$ cat src/hdl/tcc_pkg.sv
`default_nettype none
// ----------------------------------------------------------------------------
// tcc_pkg: shared types and constants for the text console engine
// Holds the request and result payload types, the controller state type
// and the character and cell codes used across the design.
// ----------------------------------------------------------------------------
package tcc_pkg;

    // Fixed payload widths.
    localparam int CHAR_W    = 8;
    localparam int ATTR_W    = 8;
    localparam int CELL_W    = 16;
    localparam int IDX_W     = 11;
    localparam int ROW_OUT_W = 5;
    localparam int COL_OUT_W = 7;

    // Default screen geometry.
    localparam int DEF_COLUMNS = 80;
    localparam int DEF_ROWS    = 25;

    // Cell and character codes.
    localparam logic [ATTR_W-1:0] ATTR_RESET     = 8'h07;
    localparam logic [CELL_W-1:0] RESET_CELL     = 16'h0720;
    localparam logic [CHAR_W-1:0] BLANK_CHAR     = 8'h20;
    localparam logic [CHAR_W-1:0] NEWLINE_CHAR   = 8'h0A;
    localparam logic [CHAR_W-1:0] BACKSPACE_CHAR = 8'h08;

    // Request actions.
    localparam logic ACT_PUT  = 1'b0;
    localparam logic ACT_READ = 1'b1;

    typedef struct packed {
        logic              action;
        logic [CHAR_W-1:0] char_code;
        logic [IDX_W-1:0]  cell_index;
    } in_t;

    typedef struct packed {
        logic [CELL_W-1:0]    cell_data;
        logic [ROW_OUT_W-1:0] cursor_row;
        logic [COL_OUT_W-1:0] cursor_col;
        logic                 scrolled;
    } out_t;

    typedef enum logic [2:0] {
        ST_CLEAR,
        ST_IDLE,
        ST_RESP,
        ST_COPY,
        ST_DRAIN,
        ST_BLANK
    } state_t;

endpackage
`default_nettype wire

$ cat src/hdl/tcc_ctrl.sv
`default_nettype none
// ----------------------------------------------------------------------------
// tcc_ctrl: console sequencer
// Owns the cursor and attribute registers, decodes each request into
// memory reads and writes, runs the clearing pass after reset and the
// scroll copy, and hands one result per request to the output stage.
// ----------------------------------------------------------------------------
module tcc_ctrl #(
    parameter int COLUMNS = tcc_pkg::DEF_COLUMNS,
    parameter int ROWS    = tcc_pkg::DEF_ROWS,
    parameter int ADDR_W  = $clog2(COLUMNS * ROWS)
) (
    input  wire logic                          clk,
    input  wire logic                          rst_n,
    // Request channel.
    input  wire logic                          in_valid,
    output logic                               in_ready,
    input  wire tcc_pkg::in_t                  in_data,
    // Attribute register write.
    input  wire logic                          cfg_wr_en,
    input  wire logic [tcc_pkg::ATTR_W-1:0]    cfg_wr_data,
    // Result handoff to the output stage.
    output logic                               resp_valid,
    input  wire logic                          resp_ready,
    output tcc_pkg::out_t                      resp_data,
    // Memory ports.
    output logic                               mem_we,
    output logic      [ADDR_W-1:0]             mem_waddr,
    output logic      [tcc_pkg::CELL_W-1:0]    mem_wdata,
    output logic                               mem_re,
    output logic      [ADDR_W-1:0]             mem_raddr,
    input  wire logic [tcc_pkg::CELL_W-1:0]    mem_rdata
);

    localparam int CELLS = COLUMNS * ROWS;
    localparam int RW    = $clog2(ROWS);
    localparam int CW    = $clog2(COLUMNS);

    localparam logic [ADDR_W-1:0] LAST_CELL  = ADDR_W'(CELLS - 1);
    localparam logic [ADDR_W-1:0] LAST_COPY  = ADDR_W'(CELLS - COLUMNS - 1);
    localparam logic [ADDR_W-1:0] BOTTOM_ROW = ADDR_W'(CELLS - COLUMNS);
    localparam logic [ADDR_W-1:0] ROW_STEP   = ADDR_W'(COLUMNS);
    localparam logic [RW-1:0]     LAST_ROW   = RW'(ROWS - 1);
    localparam logic [CW-1:0]     LAST_COL   = CW'(COLUMNS - 1);

    tcc_pkg::state_t             state_reg, state_next;
    logic [ADDR_W-1:0]           cnt_reg, cnt_next;
    logic [RW-1:0]               row_reg, row_next;
    logic [CW-1:0]               col_reg, col_next;
    logic [tcc_pkg::ATTR_W-1:0]  attr_reg, attr_next;
    logic                        scrolled_reg, scrolled_next;
    logic                        read_ok_reg, read_ok_next;
    logic                        pend_reg, pend_next;
    logic [ADDR_W-1:0]           pend_addr_reg, pend_addr_next;

    logic [ADDR_W-1:0]           row_base;
    logic [tcc_pkg::CELL_W-1:0]  blank_cell;

    // Linear address of the start of the cursor row.
    assign row_base   = ADDR_W'(row_reg) * ROW_STEP;
    assign blank_cell = {attr_reg, tcc_pkg::BLANK_CHAR};

    // Control registers.
    always_ff @(posedge clk or negedge rst_n)
    begin
        if (!rst_n)
        begin
            state_reg    <= tcc_pkg::ST_CLEAR;
            cnt_reg      <= '0;
            row_reg      <= '0;
            col_reg      <= '0;
            attr_reg     <= tcc_pkg::ATTR_RESET;
            scrolled_reg <= 1'b0;
            read_ok_reg  <= 1'b0;
            pend_reg     <= 1'b0;
        end
        else
        begin
            state_reg    <= state_next;
            cnt_reg      <= cnt_next;
            row_reg      <= row_next;
            col_reg      <= col_next;
            attr_reg     <= attr_next;
            scrolled_reg <= scrolled_next;
            read_ok_reg  <= read_ok_next;
            pend_reg     <= pend_next;
        end
    end

    // Destination of the copy write, issued in the cycle after its read.
    always_ff @(posedge clk)
    begin
        pend_addr_reg <= pend_addr_next;
    end

    // Next state, cursor update and memory commands.
    always_comb
    begin
        state_next     = state_reg;
        cnt_next       = cnt_reg;
        row_next       = row_reg;
        col_next       = col_reg;
        attr_next      = cfg_wr_en ? cfg_wr_data : attr_reg;
        scrolled_next  = scrolled_reg;
        read_ok_next   = read_ok_reg;
        pend_next      = 1'b0;
        pend_addr_next = cnt_reg;
        in_ready       = 1'b0;
        resp_valid     = 1'b0;
        mem_we         = 1'b0;
        mem_waddr      = '0;
        mem_wdata      = '0;
        mem_re         = 1'b0;
        mem_raddr      = '0;

        unique case (state_reg)
            // Fill every cell with the reset cell after reset.
            tcc_pkg::ST_CLEAR:
            begin
                mem_we    = 1'b1;
                mem_waddr = cnt_reg;
                mem_wdata = tcc_pkg::RESET_CELL;
                if (cnt_reg == LAST_CELL)
                begin
                    cnt_next   = '0;
                    state_next = tcc_pkg::ST_IDLE;
                end
                else
                begin
                    cnt_next = cnt_reg + 1'b1;
                end
            end

            // Take a request and issue its memory access in the same cycle.
            tcc_pkg::ST_IDLE:
            begin
                in_ready = 1'b1;
                if (in_valid)
                begin
                    scrolled_next = 1'b0;
                    read_ok_next  = 1'b0;
                    state_next    = tcc_pkg::ST_RESP;
                    if (in_data.action == tcc_pkg::ACT_READ)
                    begin
                        mem_re       = 1'b1;
                        mem_raddr    = ADDR_W'(in_data.cell_index);
                        read_ok_next = (32'(in_data.cell_index) < 32'(CELLS));
                    end
                    else if (in_data.char_code == tcc_pkg::NEWLINE_CHAR)
                    begin
                        col_next = '0;
                        if (row_reg == LAST_ROW)
                        begin
                            scrolled_next = 1'b1;
                        end
                        else
                        begin
                            row_next = row_reg + 1'b1;
                        end
                    end
                    else if (in_data.char_code == tcc_pkg::BACKSPACE_CHAR)
                    begin
                        if (col_reg != '0)
                        begin
                            col_next  = col_reg - 1'b1;
                            mem_we    = 1'b1;
                            mem_waddr = row_base + ADDR_W'(col_reg - 1'b1);
                            mem_wdata = blank_cell;
                        end
                    end
                    else
                    begin
                        mem_we    = 1'b1;
                        mem_waddr = row_base + ADDR_W'(col_reg);
                        mem_wdata = {attr_reg, in_data.char_code};
                        if (col_reg == LAST_COL)
                        begin
                            col_next = '0;
                            if (row_reg == LAST_ROW)
                            begin
                                scrolled_next = 1'b1;
                            end
                            else
                            begin
                                row_next = row_reg + 1'b1;
                            end
                        end
                        else
                        begin
                            col_next = col_reg + 1'b1;
                        end
                    end
                    // A scroll starts the copy pass before the result goes out.
                    if (in_data.action == tcc_pkg::ACT_PUT && scrolled_next)
                    begin
                        cnt_next   = '0;
                        state_next = tcc_pkg::ST_COPY;
                    end
                end
            end

            // Move each cell up one row: read one row below, write in the next cycle.
            tcc_pkg::ST_COPY:
            begin
                mem_re         = 1'b1;
                mem_raddr      = cnt_reg + ROW_STEP;
                pend_next      = 1'b1;
                pend_addr_next = cnt_reg;
                if (pend_reg)
                begin
                    mem_we    = 1'b1;
                    mem_waddr = pend_addr_reg;
                    mem_wdata = mem_rdata;
                end
                if (cnt_reg == LAST_COPY)
                begin
                    state_next = tcc_pkg::ST_DRAIN;
                end
                else
                begin
                    cnt_next = cnt_reg + 1'b1;
                end
            end

            // Finish the last copy write.
            tcc_pkg::ST_DRAIN:
            begin
                mem_we     = pend_reg;
                mem_waddr  = pend_addr_reg;
                mem_wdata  = mem_rdata;
                cnt_next   = BOTTOM_ROW;
                state_next = tcc_pkg::ST_BLANK;
            end

            // Blank the bottom row.
            tcc_pkg::ST_BLANK:
            begin
                mem_we    = 1'b1;
                mem_waddr = cnt_reg;
                mem_wdata = blank_cell;
                if (cnt_reg == LAST_CELL)
                begin
                    cnt_next   = '0;
                    state_next = tcc_pkg::ST_RESP;
                end
                else
                begin
                    cnt_next = cnt_reg + 1'b1;
                end
            end

            // Hand the result over once the output stage has room.
            tcc_pkg::ST_RESP:
            begin
                resp_valid = 1'b1;
                if (resp_ready)
                begin
                    state_next = tcc_pkg::ST_IDLE;
                end
            end

            default:
            begin
                state_next = tcc_pkg::ST_CLEAR;
            end
        endcase
    end

    // Result payload from the cursor and the registered read data.
    always_comb
    begin
        resp_data.cell_data  = read_ok_reg ? mem_rdata : '0;
        resp_data.cursor_row = tcc_pkg::ROW_OUT_W'(row_reg);
        resp_data.cursor_col = tcc_pkg::COL_OUT_W'(col_reg);
        resp_data.scrolled   = scrolled_reg;
    end

`ifndef SYNTHESIS
    // The cursor never leaves the screen.
    a_cursor_in_range: assert property (@(posedge clk) disable iff (!rst_n)
        (32'(col_reg) < 32'(COLUMNS)) && (32'(row_reg) < 32'(ROWS)))
        else $error("cursor outside the screen");

    // Every memory write lands inside the store.
    a_write_in_range: assert property (@(posedge clk) disable iff (!rst_n)
        mem_we |-> (32'(mem_waddr) < 32'(CELLS)))
        else $error("memory write beyond the last cell");

    // A scrolled result always leaves the cursor on the last row.
    a_scroll_last_row: assert property (@(posedge clk) disable iff (!rst_n)
        (resp_valid && scrolled_reg) |-> (row_reg == LAST_ROW))
        else $error("scroll without cursor on the last row");

    // An accepted request moves to the result or the scroll copy next cycle.
    a_accept_next: assert property (@(posedge clk) disable iff (!rst_n)
        (in_valid && in_ready) |=>
        (state_reg == tcc_pkg::ST_RESP || state_reg == tcc_pkg::ST_COPY))
        else $error("accepted request did not advance");

    // A read result never reports a scroll.
    a_read_no_scroll: assert property (@(posedge clk) disable iff (!rst_n)
        (resp_valid && read_ok_reg) |-> !scrolled_reg)
        else $error("read result flagged as scrolled");
`endif

endmodule
`default_nettype wire

$ cat config.mk
export PLATFORM = sky130hd
export DESIGN_NAME = tcc_ctrl
export DESIGN_NICKNAME = d
export VERILOG_FILES = /design/src/hdl/tcc_pkg.sv /design/src/hdl/tcc_ctrl.sv
export SDC_FILE = /design/constraint.sdc
export NUM_CORES = 1
export LEC_CHECK = 0
export BUFFER_PORTS_ARGS = -buffer_cell sky130_fd_sc_hd__buf_2
export CAP_MARGIN = 20
export CORE_AREA = 2 2 100 102
export DETAILED_ROUTE_END_ITERATION = 8
export DIE_AREA = 0 0 102 104
export GPL_TIMING_DRIVEN = 0
export PLACE_DENSITY_LB_ADDON = 0.25
export SYNTH_ARGS = -nofsm -noshare
export SYNTH_HDL_FRONTEND = slang
export SYNTH_SLANG_ARGS = --single-unit
$ cat constraint.sdc
create_clock -name clk -period 8.07 [get_ports clk]
set_input_delay 0.4035 -clock clk [delete_from_list [all_inputs] [get_ports clk]]
set_output_delay 0.4035 -clock clk [all_outputs]
set_load 0.1 [all_outputs]
==> results of run 1 <==
final timing paths:
kind / slack, ns / endpoint / depth (start not counted) / startpoint
worst min-delay path: 0.20 / col_reg[1]$_DFFE_PN0P_ / 1 / rst_n
min in group clk: 0.32 / attr_reg[7]$_DFFE_PN0P_ / 2 / cfg_wr_data[7]
worst max register to register: 5.86 / cnt_reg[6]$_DFFE_PN0P_ / 8 / cnt_reg[5]$_DFFE_PN0P_
worst max-delay path: 3.85 / mem_waddr[10] / 13 / col_reg[3]$_DFFE_PN0P_
max in group asynchronous: 7.32 / cnt_reg[6]$_DFFE_PN0P_ / 1 / rst_n
worst min register to register: 0.37 / pend_addr_reg[3]$_DFF_P_ / 0 / cnt_reg[3]$_DFFE_PN0P_
power groups by stage:
stage	clock network, uW	registers, uW	logic (uW)
global placement	0	352	1360
floorplan	0	407	1070
detailed placement	0	355	1370
global route	169	360	1450
finish	152	350	1380
CTS	158	349	1370
layout by cell type (no fill, tap or decap), types with 5 or more instances in the layout:
cell type  count
a211oi_1       5
a21o_1         6
a21oi_1       17
a22o_1        16
a22oi_1       11
a31oi_1        5
and2_1        19
and3_1         5
buf_2        130
clkbuf_1      10
clkbuf_8       5
dfrtp_1       34
dfxtp_1       11
ha_1          23
inv_1         19
mux2_2         9
nand2_1       32
nand3_1       14
nand4_1        8
nor2_1        33
o21ai_0       42
o21ai_1        5
xnor2_1       16
xor2_1         9
through the flow:
stage | cells | instance area, um2
2_1_floorplan | 435 | 3750
3_3_place_gp | 686 | 4510
3_5_place_dp | 686 | 4510
4_1_cts | 694 | 4600
5_1_grt | 694 | 4600
6_report | 694 | 4600
cell families (layout without fill, tap and decap cells):
family,Yosys count,in the layout,synth area share [%]
and+or+nand+nor,143,143,21.0
AOI/OAI and AO/OA,137,137,24.6
DFF,48,48,30.6
buffers and inverters,44,170,5.00
adders and majority gates,26,26,9.27
xor gates and xnor gates,25,25,5.84
muxes,12,12,3.63
cell type report:
| class | instances | area [um2] | share of cell area, % |
|---|---|---|---|
| Tap cell | 133 | 166 | 3.62 |
| Clock buffer | 5 | 68.8 | 1.50 |
| Clock inverter | 3 | 21.3 | 0.462 |
| Sequential cell | 48 | 1150 | 25.0 |
| Buffer | 24 | 113 | 2.45 |
| Inverter | 20 | 75.1 | 1.63 |
| Timing Repair Buffer | 118 | 591 | 12.8 |
| Multi-Input combinational cell | 343 | 2410 | 52.5 |
metal layers:
metal	up-vias	global-route usage [%]
li1	1839	-
met1	1765	28.9
met2	113	34.8
met3	17	2.69
met4	0	6.67
met5	-	0
==> impl_metrics.yaml, run 1 <==
run_status:
  status: "completed"
synthesis:
  synth_area_leaders: "dfrtp_1 (23%), ha_1 (7.7%), dfxtp_1 (5.9%), o21ai_0 (5.6%), a22o_1 (3.7%)"
  synth_edf_count: 0
  synth_top_area_cell: "dfrtp_1"
  synth_seq_cells: 48
  ys_top_cells_by_count: "o21ai_0 (42), dfrtp_1 (34), nor2_1 (33)"
  netlist_area_um2: 3750
  ys_seq_area_share_pct: 30.6
  syn_inst: 435
  async_flop_share_pct: 77.1
  synth.avg_cell_area_um2: 8.63
  ys_warn_count: 0
  ys_types: 64
  synth_top_area_share_pct: 22.7
  synth_flop_cell: "dfrtp_1"
  synth_most_common_cell: "o21ai_0"
  synth_nets: 510
timing:
  tns_ns: 0
  min_period_over_period_pct: 52.3
  maxClockFrequency_mhz: 237
  hold_viol_final: 0
  min_period_ns: 4.22
  setup_viol: 0
  rsz0062_at_grt: "no"
  clock_skew_ns: 0.00305
  final_max_slew_viol_count: 0
  setup_ws_ns: 3.85
  worst_pin_slew_ns: 0.876
  whs_ns: 0.203
  slew_headroom_pct: 41.6
drt:
  wl_per_cell_um: 16.0
  wl_um: 11100
  dr.pass1.iters: 4
  drc_errors: 0
  top_layer_used: "met4"
  met3WireLength_um: 591
  initialDrtViolationCount: 182
  via_count: 3734
  met1_length_um: 4980
  via_per_inst: 5.38
  ant_nets: 0
  wl_met2_um: 5330
clocking:
  cts_tree: "done"
  clockBufferDepth: 2
  post_cts_buffers: 0
  cts_resized: 0
  cts_hold_buf: 0
  path_clk_slew_ns: 0.10
  numCtsBuffers: 5
  root_buffer: "clkbuf_8"
  insertion_delay_ns: 0.31
  clock_sinks: 48
  htreeDepth: 2
power_and_ir_drop:
  ir_drop_mv: 0.378
  p_sw_share_pct: 66.5
  p_comb_share_pct: 73.3
  total_power_uw: 1880
  power.leakage_uw: 0.00217
  p_per_area_nw_per_um2: 408
  p_int_uw: 629
  clkPwrFrac_pct: 8.1
  seqPwrFrac_pct: 18.6
  switchingPower_uw: 1250
setup_path:
  crit_chain: "buf_2 -> or4_4 -> nor2_1 -> xnor2_1 -> inv_1 -> fa_1 -> nor2b_1 -> o31ai_1 -> a21oi_1 -> nand3_1 -> nor3b_1 -> o21ai_0 -> buf_2"
  worstPathRequired_ns: 7.67
  end_kind: "primary output"
  slowest_delay_ns: 0.56
  path_max_fanout: 10
  crit_top_cell: "buf_2"
  crit_type: "flop to primary output"
  crit_family: "simple AND/OR/NAND/NOR gates"
  cp_slowest_cell: "or4_4"
  worstPathBufferInverterCount: 3
  critical_path_arrival_ns: 3.81
  cp-start-kind: "flop"
placement:
  hpwlAfterDp_um: 8680
  globalplace.congestion: 0.889
  preCtsSetupSlack_ns: 4.22
  port_buffers: 118
finish:
  drive_above_1_share_pct: 30.3
  areaGrowthSynthToFinish_pct: 22.6
  fin_util_pct: 48.2
  num_antenna_cells: 0
  n_fill_cell: 987
  finalNetCount: 635
global_routing:
  grt_usage_pct: 21.3
  grt_pass1_wl_um: 18100
  grt_max_degree: 38
  antenna_found_initial: 0
  first_global_vias: 3583
  overflow: 0
floorplanning:
  start_util_pct: 39.3
  coreArea_um2: 9550
  die_w_um: 102
  die_h_um: 104
  pin_count: 120
  rows: 36
  die_area_um2: 10600
min_path:
  hold_class: "input pin to async pin"
flow_run:
  max_cap_viol_count: 0
No activity file was read; power rests on OpenSTA's default activity.
==> run 2: changes to the inputs <==
==> constraint.sdc (replaced) <==
create_clock -name clk -period 3.8 [get_ports clk]
set_input_delay 0.19 -clock clk [delete_from_list [all_inputs] [get_ports clk]]
set_output_delay 0.19 -clock clk [all_outputs]
set_load 0.1 [all_outputs]
==> impl_metrics.yaml, run 2 (synthesis results as in run 1) <==
run_status:
  status: "finished with violations"
  violations: "negative hold slack"
placement:
  port_buffers: 118
  hpwlAfterDp_um: 8800
  globalplace.congestion: 0.918
  preCtsSetupSlack_ns: 0.313
timing:
  min_period_ns: 3.65
  setup_ws_ns: 0.151
  tns_ns: 0
  min_period_over_period_pct: 96.0
  clock_skew_ns: 0.0114
  worst_pin_slew_ns: 0.890
  whs_ns: -0.00149
  setup_viol: 0
  final_max_slew_viol_count: 0
  rsz0062_at_grt: "no"
  hold_viol_final: 2
  maxClockFrequency_mhz: 274
  slew_headroom_pct: 40.6
finish:
  final_cell_mix: "buf_2 (128), o21ai_0 (36), dfrtp_1 (33)"
  areaGrowthSynthToFinish_pct: 23.8
  final_common_cell: "buf_2"
  drive_above_1_share_pct: 31.4
  num_antenna_cells: 0
  fin_util_pct: 48.7
  finalNetCount: 635
power_and_ir_drop:
  p_int_uw: 1360
  p_sw_share_pct: 66.0
  p_comb_share_pct: 73.1
  clkPwrFrac_pct: 8.3
  total_power_uw: 4010
  switchingPower_uw: 2640
  p_per_area_nw_per_um2: 863
  seqPwrFrac_pct: 18.6
  power.leakage_uw: 0.00218
  ir_drop_mv: 0.875
clocking:
  htreeDepth: 2
  cts_hold_buf: 0
  numCtsBuffers: 5
  clockBufferDepth: 2
  root_buffer: "clkbuf_8"
  path_clk_slew_ns: 0.10
  post_cts_buffers: 0
  cts_tree: "done"
  insertion_delay_ns: 0.30
  clock_sinks: 48
setup_path:
  startpoint: "col_reg[3]$_DFFE_PN0P_"
  end_kind: "primary output"
  r2r-start: "cnt_reg[5]$_DFFE_PN0P_"
  reg2reg_slack_ns: 1.56
  reg2reg_depth: 8
  worstPathRequired_ns: 3.61
  cp-start-kind: "flop"
  critical_path_arrival_ns: 3.46
  timing.rr.end: "cnt_reg[7]$_DFFE_PN0P_"
  path_max_fanout: 10
  crit_type: "flop to primary output"
global_routing:
  overflow: 0
  grt_use_met2_pct: 34.8
  grt_usage_pct: 21.0
  grt_util_met1_pct: 30.0
  grt_pass1_wl_um: 18100
  grt_max_degree: 38
  first_global_vias: 3571
  grt_use_met3_pct: 2.35
  antenna_found_initial: 0
  grt_busiest_layer: "met2"
drt:
  drc_errors: 0
  initialDrtViolationCount: 207
  dr.pass1.iters: 4
  via_per_inst: 5.47
  via_count: 3798
  ant_nets: 0
  wl_per_cell_um: 16.0
  wl_um: 11100
floorplanning:
  die_area_um2: 10600
  die_w_um: 102
  coreArea_um2: 9550
  rows: 36
  start_util_pct: 39.3
  pin_count: 120
  die_h_um: 104
min_path:
  hold_class: "input pin to async pin"
flow_run:
  max_cap_viol_count: 0
## run 2: cell types whose count changed in the layout (fill, tap and decap cells not counted), moves of 2 or more
cell     delta
o21ai_0     -6
o21ai_1     +4
buf_2       -2
o21ai_2     +2
## run 2: per-layer routing
layer | share of wire [%] | up-vias
met4 | 0.49 | 0
met2 | 49 | 109
li1 | - | 1839
met5 | 0 | -
met1 | 46 | 1843
met3 | 4.7 | 7
## run 2: worst max-delay path by stage
stage / endpoint / slack, ns / cells after the start
after floorplan: mem_waddr[0] / -0.51 / 6
after global placement: mem_waddr[10] / 0.37 / 13
after detailed placement: mem_waddr[10] / 0.31 / 13
after CTS: mem_waddr[9] / 0.01 / 12
after global routing: mem_waddr[10] / 0.02 / 13
final: mem_waddr[9] / 0.15 / 12
## run 2: metrics by stage
step           instance area [um2]  std cells
5_1_grt                       4650        694
4_1_cts                       4620        694
2_1_floorplan                 3760        435
3_3_place_gp                  4520        686
6_report                      4650        694
3_5_place_dp                  4520        686
## run 2: power groups by stage
stage / Sequential, uW / Clock, uW / Combinational, uW
detailed placement: 754 / 0 / 2900
CTS: 744 / 338 / 2910
global route: 765 / 359 / 3080
floorplan: 864 / 0 / 2290
finish: 745 / 333 / 2930
global placement: 750 / 0 / 2890
## run 2: final cells by class
type	instances	area (um2)
Fill cell	981	4900
Multi-Input combinational cell	343	2430
Sequential cell	48	1150
Timing Repair Buffer	118	608
Tap cell	133	166
Buffer	24	113
Clock buffer	6	82.6
Inverter	20	75.1
Clock inverter	2	15.0
## run 2: critical path: stages (launching register included)
cell and delay (ns):
dfrtp_1 0.38, buf_2 0.18, or4_4 0.56, nor2_2 0.14
xnor2_2 0.16, ha_1 0.28, a211oi_1 0.33, o21bai_1 0.15
a21oi_1 0.22, xnor2_1 0.17, mux2i_1 0.11, o21ai_2 0.16
buf_4 0.31
## run 2: what timing repair did
action,in CTS,in global routing
pin swaps,0,1
gates resized for setup,1,9
endpoints found under the setup margin,1,3
==> run 3: changes to the inputs <==
--- a/config.mk
+++ b/config.mk
@@ -7,9 +7,9 @@
 export LEC_CHECK = 0
 export BUFFER_PORTS_ARGS = -buffer_cell sky130_fd_sc_hd__buf_2
 export CAP_MARGIN = 20
-export CORE_AREA = 2 2 100 102
+export CORE_AREA = 2 2 93 95
 export DETAILED_ROUTE_END_ITERATION = 8
-export DIE_AREA = 0 0 102 104
+export DIE_AREA = 0 0 95 97
 export GPL_TIMING_DRIVEN = 0
 export PLACE_DENSITY_LB_ADDON = 0.25
 export SYNTH_ARGS = -nofsm -noshare
==> impl_metrics.yaml, run 3 (synthesis results as in run 1) <==
run_status:
  status: "finished with violations"
  violations: "negative hold slack"
clocking:
  path_clk_slew_ns: 0.10
  root_buffer: "clkbuf_8"
  htreeDepth: 2
  clock_sinks: 48
  numCtsBuffers: 5
  clockBufferDepth: 2
  cts_tree: "done"
  insertion_delay_ns: 0.31
floorplanning:
  die_w_um: 95
  start_util_pct: 46.1
  die_h_um: 97
  rows: 33
  pin_count: 120
  coreArea_um2: 8130
  die_area_um2: 9220
global_routing:
  grt_max_degree: 38
  antenna_found_initial: 0
  grt_pass1_wl_um: 17700
  first_global_vias: 3540
  grt_usage_pct: 24.3
  overflow: 0
finish:
  regArea_um2: 1150
  final_common_cell: "buf_2"
  multi_input_area_um2: 2430
  final_cell_mix: "buf_2 (127), o21ai_0 (36), dfrtp_1 (33)"
  n_fill_cell: 759
  layout.cells.non_filler: 666
  drive_above_1_share_pct: 31.4
  num_antenna_cells: 0
  finalNetCount: 635
  areaGrowthSynthToFinish_pct: 23.9
  fin_util_pct: 57.1
timing:
  worst_pin_slew_ns: 0.897
  whs_ns: -0.00238
  min_period_ns: 3.64
  rsz0062_at_grt: "no"
  slew_headroom_pct: 40.2
  maxClockFrequency_mhz: 275
  final_max_slew_viol_count: 0
  tns_ns: 0
  hold_viol_final: 4
  setup_viol: 0
  clock_skew_ns: 0.00928
  min_period_over_period_pct: 95.8
setup_path:
  reg2reg_slack_ns: 1.56
  end_kind: "primary output"
  critical_path_arrival_ns: 3.45
  cp-start-kind: "flop"
  worstPathRequired_ns: 3.61
  timing.rr.end: "cnt_reg[10]$_DFFE_PN0P_"
  r2r-start: "cnt_reg[1]$_DFFE_PN0P_"
  crit_type: "flop to primary output"
  path_max_fanout: 8
  reg2reg_depth: 7
min_path:
  hold_class: "input pin to async pin"
power_and_ir_drop:
  power.leakage_uw: 0.00220
  p_per_area_nw_per_um2: 891
  ir_drop_mv: 0.710
drt:
  drc_errors: 0
  ant_nets: 0
  via_per_inst: 5.69
  wl_per_cell_um: 16.8
  wl_um: 11200
  via_count: 3789
  dr.pass1.iters: 4
  initialDrtViolationCount: 149
flow_run:
  max_cap_viol_count: 0
placement:
  port_buffers: 118
  placedCellCount: 658
  globalplace.congestion: 0.943
  hpwlAfterDp_um: 8700
-- run 3: cell types whose count changed in the layout (fill, tap and decap cells not counted), sizes merged --
cell | before | now
bufinv | 0 | 2
buf | 132 | 131
clkinvlp | 2 | 0
inv | 20 | 21
-- run 3: metrics by stage --
stage | setup WS (ns) | cell area [um2] | power [uW]
6_report | 0.158 | 4650 | 4140
5_1_grt | 0.0206 | 4650 | 4330
4_1_cts | 0.0495 | 4620 | 4130
3_5_place_dp | 0.268 | 4480 | 3660
3_3_place_gp | 0.342 | 4480 | 3630
2_1_floorplan | -0.507 | 3760 | 3150
-- run 3: metal layers --
layer / GRT usage, % / vias up / routed length (um)
met5: 0 / - / 0
met4: 6.13 / 0 / 169
met3: 2.73 / 18 / 551
met2: 40.3 / 119 / 5510
met1: 33.6 / 1822 / 4920
li1: - / 1830 / -
-- run 3: worst max path at each step --
| stage | startpoint | end | slack (ns) | depth (start not counted) |
|---|---|---|---|---|
| final | row_reg[1]$_DFFE_PN0P_ | mem_waddr[10] | 0.16 | 13 |
| after global routing | col_reg[3]$_DFFE_PN0P_ | mem_waddr[10] | 0.02 | 13 |
| after CTS | col_reg[3]$_DFFE_PN0P_ | mem_waddr[10] | 0.05 | 13 |
| after detailed placement | col_reg[3]$_DFFE_PN0P_ | mem_waddr[10] | 0.27 | 13 |
| after global placement | col_reg[3]$_DFFE_PN0P_ | mem_waddr[10] | 0.34 | 13 |
| after floorplan | col_reg[0]$_DFFE_PN0P_ | mem_waddr[0] | -0.51 | 6 |
-- run 3: critical path: stages, from the launching register on --
cell and delay [ns]:
dfrtp_2 0.49, ha_1 0.32, ha_1 0.18, inv_1 0.06, fa_1 0.57, inv_1 0.09, ha_1 0.33, o21a_1 0.13
o31ai_1 0.09, a21oi_1 0.21, nand3_1 0.10, nor3b_1 0.17, o21ai_2 0.17, buf_8 0.22
-- run 3: power by group --
group / switching [uW] / internal, uW
registers: 118 / 626
logic: 2350 / 591
clock network: 191 / 265
total: 2660 / 1480
-- run 3: area by class of cell --
class	count	area share (%)
clock inverter	3	1.48
inverter	20	1.62
multi-input combinational	343	52.4
tap	105	2.83
timing repair buffer	118	13.0
buffer	24	2.42
sequential	48	24.8
clock buffer	5	1.48
-- run 3: what timing repair did --
item | CTS | global route
pin swaps | 0 | 0
endpoints found under the setup margin | 2 | 3
hold buffers | 0 | 0
setup buffers | 0 | 0
gates cloned | 0 | 0
gates resized for setup | 2 | 7
